## config.mk

```make
export PLATFORM = sky130hd
export DESIGN_NAME = tcbw_rem_unit
export DESIGN_NICKNAME = d
export VERILOG_FILES = /design/src/rtl/tcbw_pkg.sv /design/src/rtl/tcbw_rem_unit.sv
export SDC_FILE = /design/constraint.sdc
export NUM_CORES = 1
export LEC_CHECK = 0
export BUFFER_PORTS_ARGS = -buffer_cell sky130_fd_sc_hd__buf_2
export CAP_MARGIN = 10
export CORE_AREA = 2 2 83 85
export CTS_CLUSTER_DIAMETER = 80
export DETAILED_ROUTE_END_ITERATION = 8
export DIE_AREA = 0 0 85 87
export PLACE_DENSITY = 0.58
export SLEW_MARGIN = 20
export SYNTH_ARGS = -nofsm -noshare
export SYNTH_HDL_FRONTEND = slang
export SYNTH_SLANG_ARGS = --single-unit
```

## constraint.sdc

```tcl
create_clock -name clk -period 2.7 [get_ports clk]
set_input_delay 0.405 -clock clk [delete_from_list [all_inputs] [get_ports clk]]
set_output_delay 0.405 -clock clk [all_outputs]
set_load 0.01 [all_outputs]
```

## src/rtl/tcbw_pkg.sv

```systemverilog
package tcbw_pkg;

  // Store geometry.
  localparam int MAX_CELLS = 8192;
  localparam int CELL_AW   = $clog2(MAX_CELLS);
  localparam int TOT_W     = CELL_AW + 1;
  localparam int PROD_W    = 15;
  localparam int CMP_W     = (TOT_W > PROD_W) ? TOT_W : PROD_W;

  // Field and register widths.
  localparam int MODE_W   = 2;
  localparam int CODE_W   = 16;
  localparam int COL_W    = 7;
  localparam int ROW_W    = 6;
  localparam int CURSOR_W = 13;
  localparam int COLS_W   = 8;
  localparam int ROWS_W   = 7;
  localparam int CFG_IW   = 1;
  localparam int CFG_DW   = 8;

  // Remainder unit widths.
  localparam int REM_W   = COLS_W;
  localparam int DIVC_W  = $clog2(CELL_AW + 1);

  // Register reset values.
  localparam logic [COLS_W-1:0] COLS_RESET = COLS_W'(80);
  localparam logic [ROWS_W-1:0] ROWS_RESET = ROWS_W'(24);

  // Configuration register indexes.
  localparam logic [CFG_IW-1:0] CFG_COLUMNS = 1'b0;
  localparam logic [CFG_IW-1:0] CFG_ROWS    = 1'b1;

  // Item modes.
  localparam logic [MODE_W-1:0] MODE_PUT    = 2'd0;
  localparam logic [MODE_W-1:0] MODE_PLACE  = 2'd1;
  localparam logic [MODE_W-1:0] MODE_READ   = 2'd2;
  localparam logic [MODE_W-1:0] MODE_SETCUR = 2'd3;

  // Character code classes.
  localparam logic [CODE_W-1:0] CODE_NEWLINE  = CODE_W'(10);
  localparam logic [CODE_W-1:0] CODE_SPACE    = CODE_W'(32);
  localparam logic [CODE_W-1:0] CODE_PRINT_LO = CODE_W'(32);
  localparam logic [CODE_W-1:0] CODE_PRINT_HI = CODE_W'(126);
  localparam logic [CODE_W-1:0] CODE_GLYPH_LO = CODE_W'(10000);
  localparam logic [CODE_W-1:0] CODE_GLYPH_HI = CODE_W'(20000);

  // Request to the remainder unit.
  typedef struct packed {
    logic               start;
    logic [CELL_AW-1:0] dividend;
    logic [REM_W-1:0]   divisor;
  } tcbw_div_req_t;

endpackage

```

## src/rtl/tcbw_rem_unit.sv

```systemverilog
module tcbw_rem_unit (
  input  logic                        clk,
  input  logic                        rst_n,
  input  tcbw_pkg::tcbw_div_req_t     req,
  output logic                        done,
  output logic [tcbw_pkg::REM_W-1:0]  rem
);

  import tcbw_pkg::*;

  logic               busy_r;
  logic               done_r;
  logic [DIVC_W-1:0]  cnt_r;
  logic [CELL_AW-1:0] dvd_r;
  logic [REM_W-1:0]   dvs_r;
  logic [REM_W-1:0]   rem_r;
  logic [REM_W:0]     trial;
  logic [REM_W-1:0]   rem_nxt;

  // One quotient bit per cycle: shift in the next dividend bit and subtract if it fits.
  always_comb begin
    trial = {rem_r, dvd_r[CELL_AW-1]};
    if (trial >= {1'b0, dvs_r}) begin
      rem_nxt = REM_W'(trial - {1'b0, dvs_r});
    end else begin
      rem_nxt = REM_W'(trial);
    end
  end

  // Iteration control and datapath registers.
  always_ff @(posedge clk) begin
    if (!rst_n) begin
      busy_r <= 1'b0;
      done_r <= 1'b0;
      cnt_r  <= '0;
    end else begin
      done_r <= busy_r && !req.start && (cnt_r == DIVC_W'(1));
      if (req.start) begin
        busy_r <= 1'b1;
        cnt_r  <= DIVC_W'(CELL_AW);
        dvd_r  <= req.dividend;
        dvs_r  <= req.divisor;
        rem_r  <= '0;
      end else if (busy_r) begin
        rem_r <= rem_nxt;
        dvd_r <= {dvd_r[CELL_AW-2:0], 1'b0};
        cnt_r <= cnt_r - 1'b1;
        if (cnt_r == DIVC_W'(1)) begin
          busy_r <= 1'b0;
        end
      end
    end
  end

  assign done = done_r;
  assign rem  = rem_r;

endmodule

```

# ---- Yosys cells after proc, flatten, opt, wreduce, memory -nomap -nowiden
# Cells that the tools add are included.
dict set report op_classes {
  addsub 2
  magnitude_cmp 1
  n_eq_ne 1
  n_mux 9
  n_bitwise 1
  reduce_logical 7
}
# operator n
set ops {}
lappend ops {{$mux W13} 2}
lappend ops {{$mux W8} 2}
lappend ops {{$ge A9 B8 Y1} 1}
lappend ops {{$mux W4} 2}
lappend ops {{$sub A8 B8 Y8} 1}
lappend ops {{$eq A4 B1 Y1 const B} 1}
lappend ops {{$reduce_and A2 Y1} 2}
lappend ops {{$sub A4 B1 Y4 const B} 1}
lappend ops {{$mux W1} 3}
lappend ops {{$logic_and A1 B1 Y1} 2}
lappend ops {{$reduce_bool A2 Y1} 1}
lappend ops {{$reduce_or A2 Y1} 1}
lappend ops {{$logic_not A1 Y1} 1}
lappend ops {{$not A1 Y1} 1}
dict set report word_totals {
  ff_bits 35
  inputBits 24
}

# ---- Longest topological paths before layout
dict set report depth {
  ltp_word 4
  mapped_depth 8
  depth_no_buf 8
}

# ---- Worst setup path before layout
# OpenSTA, ideal clock, no wires.
dict set report synth_path {
  path_kind {input port to flip-flop}
  start {input port req[21] (netlist bit)}
  end {register dvd_r[0], enable pin}
  setup_time_ns 0.400
  arrival_ns 1.714
  required_time_ns 2.300
  slack_ns 0.586
  path_stages 3
  n_path_buf 1
  path_cell_list {clkbuf_1 -> nor2_1 -> nor2_1}
}
dict set report synth_via {
  elab_chain_len 2
}
# element line_no
set synth_lines {}
lappend synth_lines {{from (decl)} tcbw_rem_unit.sv:4} ;# input tcbw_pkg::tcbw_div_req_t req,
lappend synth_lines {{$reduce_bool A2 Y1 (no source line)} n/a}
lappend synth_lines {{$reduce_and A2 Y1 (no source line)} n/a}
lappend synth_lines {{to (signal assigned)} tcbw_rem_unit.sv:41} ;# dvd_r <= req.dividend;
lappend synth_lines {{to (signal assigned)} tcbw_rem_unit.sv:46} ;# dvd_r <= {dvd_r[CELL_AW-2:0], 1'b0};
lappend synth_lines {{to (decl)} tcbw_rem_unit.sv:14} ;# logic [CELL_AW-1:0] dvd_r;
# Every way passes these cells.
# A chain may end at the register's enable or synchronous reset.

# ---- Final worst setup path
dict set report layout_path {
  start {register rem_r[5], in the netlist rem[5]}
  end {register rem_r[7], in the netlist rem[7] (data pin)}
}
dict set report layout_via {
  elab_chain_len 3
}
# element line_no
set layout_lines {}
lappend layout_lines {{from (decl)} tcbw_rem_unit.sv:16} ;# logic [REM_W-1:0] rem_r;
lappend layout_lines {{from (signal assigned)} tcbw_rem_unit.sv:45} ;# rem_r <= rem_nxt;
lappend layout_lines {{$sub A8 B8 Y8 / $ge A9 B8 Y1 (equally long branches)} {tcbw_rem_unit.sv:24, tcbw_rem_unit.sv:23}}
lappend layout_lines {{$mux W8 (*)} tcbw_rem_unit.sv:23} ;# if (trial >= {1'b0, dvs_r}) begin
lappend layout_lines {{$mux W8 (*)} tcbw_rem_unit.sv:44} ;# end else if (busy_r) begin
# Every way passes the cells marked *; elsewhere a longest branch is shown, timed or not. The select of a mux whose other input is x is not followed.

==> impl_metrics.json <==
{
  "placed_cells": 267,
  "hpwlAfterDp_um": 2714,
  "instances_no_fill": 275,
  "crit_arrival_ps": 2180,
  "postCtsSetupBuffers": 0,
  "wl_per_cell_um": 13.19,
  "area_growth_syn_to_layout_pct": 18.94,
  "synth_seq_cells": 35,
  "ctsHoldBuffers": 0,
  "slew_viol_final": 0,
  "crit_type": "reg -> reg",
  "place_worst_setup_slack_ps": 588.5,
  "netlist_area_um2": 1889,
  "synth_edf_count": 29,
  "grt_pass1_vias": 1311,
  "coreArea_um2": 6569,
  "finalSetupViolCount": 0,
  "final_cell_mix": "buf_2 (32), edfxtp_1 (29), inv_1 (14), mux2_2 (12), ha_1 (10)",
  "via_per_inst": 4.676,
  "synth.distinct_cells": 47,
  "clkLatencyLatePin_ps": 280,
  "relSlewSlack_pct": 61.61,
  "clock-sinks": 35,
  "r2r_slack_ps": 540,
  "drtPass1Iterations": 4,
  "cts_made_buffers": 5,
  "design.die.area_um2": 7395,
  "die_y_um": 87,
  "post_cts_resized": 0,
  "h-tree-depth": 2,
  "fin_util_pct": 34.21,
  "ys_async_sr_fraction_pct": 0,
  "ir_worst_vdd_uv": 332.3,
  "cp-end-kind": "flop",
  "track_usage_pct": 10.41,
  "cts_tree": "done",
  "worstMarginPinSlew_ps": 575.8,
  "critPathMaxStageDelay_ps": 430,
  "syn_inst": 156,
  "gp_congestion": 0.8662,
  "drive_gt1_share_pct": 32.31,
  "final_common_cell": "buf_2",
  "worst-endpoint-required_ps": 2720,
  "antenna_found_initial": 0,
  "die_w_um": 85,
  "rsz0062_at_grt": "no",
  "clock_skew_ps": 5.099,
  "vias": 1286,
  "fmax_mhz": 462.4,
  "grt_start_max_net_pins": 30,
  "fin_crit_sh_pct": 80.09,
  "p_leak_nw": 0.8835,
  "io_buffers": 32,
  "cts.clk_slew.worst_paths_ps": 70,
  "cts_root_buffer": "clkbuf_8",
  "synth_seq_area_share_pct": 52.45,
  "overflow": 0,
  "drc": 0,
  "num_rows": 30,
  "num_antenna_cells": 0,
  "whs_ps": 295.2,
  "synth_nets": 191,
  "grt_first_pass_wirelength_um": 6072,
  "first_iter_violations": 46,
  "yosysWarnings": 0,
  "power_per_cell_area_nw_per_um2": 596.1,
  "stdcell_area_um2": 2247,
  "postRouteAntennaNets": 0,
  "synth.avg_cell_area_um2": 12.11,
  "routed_wl_um": 3626,
  "cp_num_buf_inv": 0,
  "clk_path_buf_depth": 2,
  "worstPathMaxFanout": 7,
  "dpl-instance-area_um2": 2156,
  "path_cells": "ha_1, a21o_1, a2111oi_0, and2_0, o32a_1, nor3_2",
  "finalHoldViolations": 0,
  "synthFlopType": "edfxtp_1",
  "cp_top_family": "compound AO/OA/AOI/OAI gates",
  "hold_class": "in -> reg",
  "layout.nets": 229,
  "finalPower_mw": 1.340,
  "initial_utilization_pct": 28.76,
  "status": "finished clean",
  "min_period_ps": 2162,
  "setup_slack_ps": 537.5,
  "max_cap_violations": 0,
  "cp-start-kind": "flop",
  "ios": 33,
  "fin_setup_tns_ps": 0,
  "crit_slowest_cell": "edfxtp_1"
}
[metal layers]
metal  GRT usage (%)  up-vias  wire [um]
met2           17.05       29       1687
met5               0        -          0
met3           3.602        7        177
li1                -      662          -
met1           12.63      588       1680
met4           4.040        0         80
[flip-flops by register name, indices dropped and copies added (netlist names)]
register and cells:
rem 8, cnt_r 4, done 1, dvd_r 13, busy_r 1, dvs_r 8
[kinds of logic (layout without fill, tap and decap cells)]
| logic type | Yosys count | after routing | share of synthesized area, % |
|---|---|---|---|
| mux | 12 | 12 | 7.152 |
| flops | 35 | 35 | 52.45 |
| fa+ha+maj | 11 | 11 | 7.682 |
| simple gates | 41 | 41 | 11.79 |
| xor+xnor | 4 | 4 | 1.855 |
| buf+inv | 17 | 56 | 3.377 |
| compound gates | 36 | 36 | 15.70 |
[cell usage after synthesis (all sizes together), types with 2 or more instances]
cell	number	area, um^2
nand3	6	30.03
clkbuf	2	7.510
o21a	2	15.01
a211oi	3	27.52
and2	4	25.03
o21ai	6	30.03
nand2	3	11.26
mux2	12	135.1
nor3	5	30.03
dfxtp	6	120.1
a21oi	9	48.80
edfxtp	29	870.8
ha	10	125.1
and3	2	13.77
nor2	10	37.54
xor2	2	17.52
a2111oi	2	17.52
xnor2	2	17.52
inv	14	52.55
o311ai	2	17.52
nor2b	5	31.28
[final cells by class]
class | instances | area, um^2
Fill cell | 650 | 4322
Sequential cell | 35 | 991.0
Multi-Input combinational cell | 104 | 837.1
Timing Repair Buffer | 34 | 175.2
Tap cell | 80 | 100.1
Clock buffer | 7 | 86.33
Inverter | 14 | 52.55
Clock inverter | 1 | 5.005
[worst paths after layout]
path	end	cells past startpoint	from
setup / recovery	rem[7]	6	rem[5]
hold reg to reg	done	1	cnt_r[3]
hold / removal	dvs_r[3]	1	req[3]
setup reg to reg	rem[7]	6	rem[5]
[where the power goes]
group / switching (mW) / leakage [nW] / total [mW] / internal, mW
logic: 0.158 / 0.508 / 0.290 / 0.132
registers: 0.0252 / 0.327 / 0.662 / 0.636
clock network: 0.182 / 0.0482 / 0.388 / 0.206
Note: power is estimated with default switching activity, not from simulation.
